[src/rtl/core/ralu_pkg.sv]
// package for the rational accumulator alu: modes, status codes, command types
// no dependencies
`timescale 1ns / 1ps
`default_nettype none
package ralu_pkg;
    localparam logic [2:0] MODE_LOAD = 3'd0;
    localparam logic [2:0] MODE_ADD  = 3'd1;
    localparam logic [2:0] MODE_SUB  = 3'd2;
    localparam logic [2:0] MODE_MUL  = 3'd3;
    localparam logic [2:0] MODE_DIV  = 3'd4;
    localparam logic [2:0] MODE_CMP  = 3'd5;

    localparam logic [1:0] STATUS_OK   = 2'd0;
    localparam logic [1:0] STATUS_DIV0 = 2'd1;
    localparam logic [1:0] STATUS_OVF  = 2'd2;

    // datapath operations
    typedef enum logic [3:0] {
        OP_NONE   = 4'd0,
        OP_LATCH  = 4'd1,
        OP_MUL    = 4'd2,
        OP_COMB   = 4'd3,
        OP_GSTART = 4'd4,
        OP_GSTEP  = 4'd5,
        OP_DSTART = 4'd6,
        OP_DSTEP  = 4'd7,
        OP_COMMIT = 4'd8
    } op_t;

    typedef struct packed {
        op_t        op;
        logic [1:0] sel;
    } cmd_t;

    typedef struct packed {
        logic mul_done;
        logic gcd_done;
        logic div_done;
    } stat_t;
endpackage
`default_nettype wire

[src/rtl/core/ralu_ctrl.sv]
// controller state machine of the rational accumulator alu
// depends on ralu_pkg
`timescale 1ns / 1ps
`default_nettype none
module ralu_ctrl
(
    input  wire logic           clk,
    input  wire logic           rst_n,
    input  wire logic           in_fire,
    input  wire logic           out_fire,
    input  wire logic           out_busy,
    input  wire ralu_pkg::stat_t stat,
    output ralu_pkg::cmd_t      cmd,
    output logic                idle
);
    typedef enum logic [7:0] {
        S_IDLE  = 8'b00000001,
        S_MUL   = 8'b00000010,
        S_MWAIT = 8'b00000100,
        S_COMB  = 8'b00001000,
        S_GCD   = 8'b00010000,
        S_DIV   = 8'b00100000,
        S_DWAIT = 8'b01000000,
        S_OUT   = 8'b10000000
    } state_t;

    state_t state_reg, state_next;
    logic [1:0] sel_reg, sel_next;

    // a waiting result does not block the input, only the next commit
    assign idle = (state_reg == S_IDLE);

    always_comb
    begin
        state_next = state_reg;
        sel_next   = sel_reg;
        cmd.op     = ralu_pkg::OP_NONE;
        cmd.sel    = sel_reg;
        case (state_reg)
            S_IDLE:
            begin
                if (in_fire)
                begin
                    cmd.op     = ralu_pkg::OP_LATCH;
                    sel_next   = 2'd0;
                    state_next = S_MUL;
                end
            end
            S_MUL:
            begin
                // three products, one shared multiplier
                cmd.op     = ralu_pkg::OP_MUL;
                state_next = S_MWAIT;
            end
            S_MWAIT:
            begin
                if (stat.mul_done)
                begin
                    if (sel_reg == 2'd2)
                        state_next = S_COMB;
                    else
                    begin
                        sel_next   = sel_reg + 2'd1;
                        state_next = S_MUL;
                    end
                end
            end
            S_COMB:
            begin
                cmd.op     = ralu_pkg::OP_COMB;
                state_next = S_GCD;
            end
            S_GCD:
            begin
                cmd.op = ralu_pkg::OP_GSTEP;
                if (stat.gcd_done)
                begin
                    sel_next   = 2'd0;
                    state_next = S_DIV;
                end
            end
            S_DIV:
            begin
                cmd.op     = ralu_pkg::OP_DSTART;
                state_next = S_DWAIT;
            end
            S_DWAIT:
            begin
                cmd.op = ralu_pkg::OP_DSTEP;
                if (stat.div_done)
                begin
                    if (sel_reg == 2'd1)
                        state_next = S_OUT;
                    else
                    begin
                        sel_next   = 2'd1;
                        state_next = S_DIV;
                    end
                end
            end
            S_OUT:
            begin
                if (!out_busy || out_fire)
                begin
                    cmd.op     = ralu_pkg::OP_COMMIT;
                    state_next = S_IDLE;
                end
            end
            default:
            begin
                state_next = S_IDLE;
            end
        endcase
    end

    always_ff @(posedge clk or negedge rst_n)
    begin
        if (!rst_n)
        begin
            state_reg <= S_IDLE;
            sel_reg   <= 2'd0;
        end
        else
        begin
            state_reg <= state_next;
            sel_reg   <= sel_next;
        end
    end
endmodule
`default_nettype wire

[config.mk]
export PLATFORM = sky130hd
export DESIGN_NAME = ralu_ctrl
export DESIGN_NICKNAME = d
export VERILOG_FILES = /design/src/rtl/core/ralu_pkg.sv /design/src/rtl/core/ralu_ctrl.sv
export SDC_FILE = /design/constraint.sdc
export NUM_CORES = 1
export LEC_CHECK = 0
export BUFFER_PORTS_ARGS = -buffer_cell sky130_fd_sc_hd__buf_2
export CAP_MARGIN = 20
export CORE_ASPECT_RATIO = 1.1
export CORE_MARGIN = 3
export CORE_UTILIZATION = 40
export CTS_CLUSTER_DIAMETER = 40
export CTS_CLUSTER_SIZE = 12
export DETAILED_ROUTE_END_ITERATION = 10
export PLACE_DENSITY = 0.69
export SLEW_MARGIN = 0
export SYNTH_ARGS = -nofsm -noshare
export SYNTH_HDL_FRONTEND = slang
export SYNTH_SLANG_ARGS = --single-unit
[constraint.sdc]
create_clock -name clk -period 1.95 [get_ports clk]
set_input_delay 0.2925 -clock clk [delete_from_list [all_inputs] [get_ports clk]]
set_output_delay 0.2925 -clock clk [all_outputs]
set_load 0.02 [all_outputs]
==> impl_metrics.ini, run 1 <==
[logic_synthesis]
synthCells = 87
async_flop_share_pct = 100
synth.largest_area_cell = dfrtp_1
syn_nets = 97
netlist-cell-type-count = 33
synth_warnings = 0
seq_area_frac_synth_pct = 32.6
synth_ff_type = dfrtp_1
postSynthRegisterBits = 10
synth_edf_count = 0
synth_area_per_cell_um2 = 8.87
synth.area.top_cells = dfrtp_1 (29%), nor4_4 (5.5%), nor2_1 (4.9%)
syn-cell-area_um2 = 772
synth_top_area_share_pct = 29.2

[setup_path]
crit_fanout = 4
end_kind = primary output
cp_top_family = simple AND/OR/NAND/NOR gates
worstPathRequired_ns = 1.66
crit_chain = nor4b_4 > and2_4 > buf_6 > nand2_4 > nand4_1 > buf_4
start_kind = flop
critical_path_class = flop to primary output
rr_startpoint = state_reg[1]
reg2reg_to = sel_reg[0]
r2r_slack_ns = -0.11
worst-path-buf-inv = 2
cpPeakStageDelay_ns = 0.60
rr_worst_depth = 6
cp.arrival_ns = 1.79
crit_slowest_cell = dfstp_2

[clocking]
cts-buffers-inserted = 3
cts_root_buf = clkbuf_4
cts_tree = built
clkSinkCount = 10
clock_latency_ns = 0.28
max-clock-path-buffers = 2
clkTransAtPathRegs_ns = 0.08
h-tree-depth = 1

[timing]
hold_slack_ns = 0.349
maxSlewHeadroom_pct = 71.0
tightest_slew_ns = 0.435
skew_ns = 0.00994
finalHoldViolCount = 0
final.setup.worst_slack_ns = -0.130
fmax_mhz = 481
final.min_clock_period_ns = 2.08
timing.final.crit_share_pct = 107
drv_slew = 0
setup_violations = 4
rsz0062_at_grt = yes

[grt]
met1_usage_pct = 23.7
grt_pass1_wl_um = 3840
grtUsageMet3_pct = 4.50
use_met2_pct = 38.5
antenna_found_initial = 0
grt_usage_pct = 22.4
grt_pass1_vias = 879
grt_max_degree = 11
grt-ovfl-total = 0
busiest_layer = met2

[drt]
firstDrtPassIters = 5
vias = 962
drtIter0Drc = 43
drc = 0
wire_per_inst_um = 19.2
antenna_left = 0
vias_per_cell = 6.46
routed_wl_um = 2860

[finish]
stdcell_count = 149
antenna_cells = 0
layout_commonest_cell = buf_4
area_growth_pct = 54.8
fillCellCount = 140
drive_gt1_share_pct = 52.7
largest_register_ffs = 8
nets = 142
final_cell_mix = buf_4 (26), buf_2 (10), nor2_1 (9), buf_6 (6), dfrtp_2 (6)
final_util_pct = 66.3

[place]
dp_hpwl_um = 1630
gp_congestion = 0.849
dp.cells = 129
io_buffers = 14

[min_path]
hp-start = out_fire
hp-class = input pin to flop
hold_end = state_reg[7]
whs_path_depth = 4

[floorplanning]
rows = 16
start_util_pct = 42.8
dieArea_um2 = 2490
die_height_um = 52.1
die_w_um = 47.9
fp.coreArea_um2 = 1800
ios = 15

[outcome]
violations = setup timing
status = finished, violations left

[power_and_ir_drop]
ir_worst_vdd_mv = 0.740
p_per_area_nw_per_um2 = 1240
p_leak_uw = 0.000594

[flow_run]
drv_cap = 0
==> worst register-to-register path, stage by stage, from the launching register on <==
cell and delay (ns):
dfrtp_2 0.48, buf_4 0.18, nor4_2 0.28, and3_1 0.25, o311ai_2 0.13, or4_4 0.45, o21a_1 0.20
==> final cells by class <==
cell class              instances  area [um2]  share of cell area, %
clock buffers                   4        26.3                   2.20
inverters                       5        18.8                   1.57
multi-input cells              69         546                   45.7
flip-flops and latches         10         259                   21.7
well taps                      18        22.5                   1.88
repair buffers                 43         323                   27.0
==> routing by layer <==
metal	wire, um	up-vias
met5	0	-
met4	195	0
met3	221	30
met2	1460	73
met1	981	443
li1	-	416
==> synth_stat cells, drive strengths merged (3+ instances only) <==
library cell  number
o21a               3
nand3              5
nand2              7
xor2               3
inv                5
nor3               4
nor4               3
o21ai              3
nor2              10
nand4              4
dfrtp              9
and3               3
nor4b              4
buf                3
==> stage by stage <==
step / power [uW] / setup slack (ns) / TNS (ns) / area (um2)
CTS: 1290 / -0.0756 / -0.125 / 1110
finish: 1480 / -0.130 / -0.434 / 1190
detailed placement: 951 / -0.0374 / -0.0644 / 942
global route: 1550 / -0.185 / -0.695 / 1190
global placement: 941 / -0.0175 / -0.0244 / 942
floorplan: 743 / 0.0113 / 0 / 773
==> what timing repair did <==
item,in CTS,in global routing
endpoints found under the hold margin,9,0
endpoints found under the setup margin,5,6
setup buffers,9,6
pin swaps,4,5
hold buffers,1,0
resized for setup,16,14
==> worst max-delay path by stage <==
stage / start / endpoint / cells after the start
CTS: state_reg[6] / cmd[3] / 5
detailed placement: state_reg[0] / sel_reg[1] / 5
global placement: state_reg[0] / sel_reg[0] / 5
floorplan: state_reg[1] / sel_reg[0] / 6
finish: state_reg[0] / cmd[2] / 6
global route: state_reg[0] / cmd[2] / 6
==> where the power goes <==
part	total, uW	switching [uW]	internal [uW]
logic	978	449	529
registers	339	78.3	260
clock network	161	82.1	79.4
total	1480	609	869
==> cells by family after synthesis <==
kind of cell,share of synthesized area (%)
AOI/OAI and AO/OA,15.9
xor gates and xnor gates,3.40
adders and majority gates,3.24
buffers and inverters,5.19
DFF,32.6
and+or+nand+nor,39.7
(Power assumes the default switching activity.)
==> run 2: changes to the inputs <==
- ABC_AREA: default -> 1
==> run 2 against run 1 <==
Against the previous run:
- the run now ends clean
- register-to-register slack better by 0.59 ns
- synthesized cell count is 26% higher
- hold slack lost 0.045 ns
- setup slack better by 0.22 ns
- fmax up 12%
- sequential cell count unchanged
==> impl_metrics.ini, run 2 <==
[finish]
area_growth_pct = 17.0
antenna_cells = 0
fillCellCount = 185
final_cell_mix = nand2_1 (22), nor2_1 (15), buf_2 (14), inv_1 (13), nand3_1 (13)
drive_gt1_share_pct = 34.9
final_util_pct = 50.3
largest_register_ffs = 8
layout_commonest_cell = nand2_1
nets = 140
multi_input_area_um2 = 447
seq_area_um2 = 251

[timing]
final.min_clock_period_ns = 1.86
maxSlewHeadroom_pct = 82.5
skew_ns = 0.00612
finalHoldViolCount = 0
drv_slew = 0
tightest_slew_ns = 0.261
final.setup.worst_slack_ns = 0.0892
fmax_mhz = 537
timing.final.crit_share_pct = 95.4
setup_violations = 0

[power_and_ir_drop]
ir_worst_vdd_mv = 0.575
p_leak_uw = 0.000552
p_per_area_nw_per_um2 = 1300

[logic_synthesis]
synthCells = 110
synth_fa_ha_area_share_pct = 3.23
synth.area.top_cells = dfrtp_1 (29%), nand2_1 (11%), nand3_1 (8.4%)
synthTopCellsByCount = nand2_1 (23), nor2_1 (15), inv_1 (13), nand3_1 (13), dfrtp_1 (9)
async_flop_share_pct = 100
synth_ff_type = dfrtp_1
postSynthRegisterBits = 10
synth.most_common_cell = nand2_1
synth_compound_area_share_pct = 5.33
seq_area_frac_synth_pct = 32.5
synth_top_area_share_pct = 29.1
synth_edf_count = 0
syn_nets = 120
synth-simple-area-share_pct = 48.8
synth_top_family_by_area = simple AND/OR/NAND/NOR gates
synth.area.mux_share_pct = 0
synth_xor_area_share_pct = 0
netlist-cell-type-count = 20
synth.largest_area_cell = dfrtp_1
synth_warnings = 0
synth_area_per_cell_um2 = 7.04
syn-cell-area_um2 = 774

[floorplanning]
die_height_um = 52.2
start_util_pct = 43.0
ios = 15
rows = 16
fp.coreArea_um2 = 1800
die_w_um = 48.0
dieArea_um2 = 2500

[setup_path]
end_kind = primary output
worstPathRequired_ns = 1.66
crit_fanout = 4
start_kind = flop
cp.arrival_ns = 1.57
critical_path_class = flop to primary output

[drt]
antenna_left = 0
wire_per_inst_um = 11.1
drc = 0
firstDrtPassIters = 4
drtIter0Drc = 8
vias = 717
vias_per_cell = 4.88
routed_wl_um = 1630

[grt]
grt-ovfl-total = 0
grt_pass1_vias = 650
grt_pass1_wl_um = 2640
grt_max_degree = 11
grt_usage_pct = 15.0
antenna_found_initial = 0

[place]
dp_hpwl_um = 1350
gp_congestion = 0.838
dp_slack_ns = 0.406
io_buffers = 14

[clocking]
clock_latency_ns = 0.26
cts_tree = built
cts_root_buf = clkbuf_4
max-clock-path-buffers = 2
clkSinkCount = 10
clkTransAtPathRegs_ns = 0.06
cts-buffers-inserted = 3
h-tree-depth = 1

[min_path]
hp-class = input pin to flop

[outcome]
status = complete, no violations

[flow_run]
drv_cap = 0
-- run 2: path summary, 6_finish.rpt --
check                                  start           end  slack (ns)  cells past startpoint
worst min-delay path                 stat[1]  state_reg[4]        0.30                      4
worst max-delay path            state_reg[0]        cmd[2]        0.09                      5
worst min register to register    sel_reg[1]    sel_reg[1]        0.53                      2
worst max register to register  state_reg[0]    sel_reg[1]        0.48                      9
min in group asynchronous              rst_n    sel_reg[0]        0.41                      2
max in group asynchronous              rst_n  state_reg[0]        1.28                      2
-- run 2: power breakdown --
part	internal [uW]	switching [uW]	leakage [uW]
combinational	235	486	0.000403
sequential	266	41.6	0.000134
clock	78.9	66.0	0.0000150
total	580	594	0.000552
-- run 2: metrics by stage --
| stage | instance area (um2) | cells | TNS, ns | hold slack, ns | power (uW) |
|---|---|---|---|---|---|
| finish | 906 | 147 | 0 | 0.304 | 1170 |
| floorplan | 774 | 110 | 0 | -0.00309 | 868 |
| global placement | 867 | 142 | 0 | 0.162 | 1000 |
| global route | 906 | 147 | -0.0309 | 0.326 | 1270 |
| detailed placement | 867 | 142 | 0 | 0.164 | 1020 |
| CTS | 903 | 147 | 0 | 0.301 | 1170 |
-- run 2: logic make-up (layout without fill, tap and decap cells) --
kind of cell / count (synthesis) / after routing
AO/OA/AOI/OAI: 7 / 7
AND/OR/NAND/NOR: 70 / 70
flip-flops: 10 / 10
adder cells (fa/ha/maj): 2 / 2
buffers and inverters: 21 / 40
-- run 2: layer usage --
metal / global-route usage, % / vias to the layer above / share of wire [%]
met5: 0 / - / 0
met4: 6.73 / 0 / 1.7
met3: 2.08 / 5 / 3.1
met2: 24.7 / 12 / 51
met1: 18.6 / 324 / 44
li1: - / 376 / -
-- run 2: cell type report --
class,instances,area share (%)
multi-input cells,79,49.3
flip-flops and latches,10,27.8
repair buffers,15,8.84
inverters,21,8.70
clock buffers,4,2.90
well taps,18,2.49
-- run 2: repair_timing --
action	in CTS	in global routing
setup endpoints to repair	0	1
hold buffers	1	0
endpoints found under the hold margin	9	0
resized for setup	0	1
setup buffers	0	0
-- run 2: critical path, stage by stage, from the launching register on --
cell and delay, ns:
dfstp_2 0.56, nand2_1 0.06, nor2_1 0.19, nand2_2 0.13, o2111ai_1 0.19, buf_2 0.19
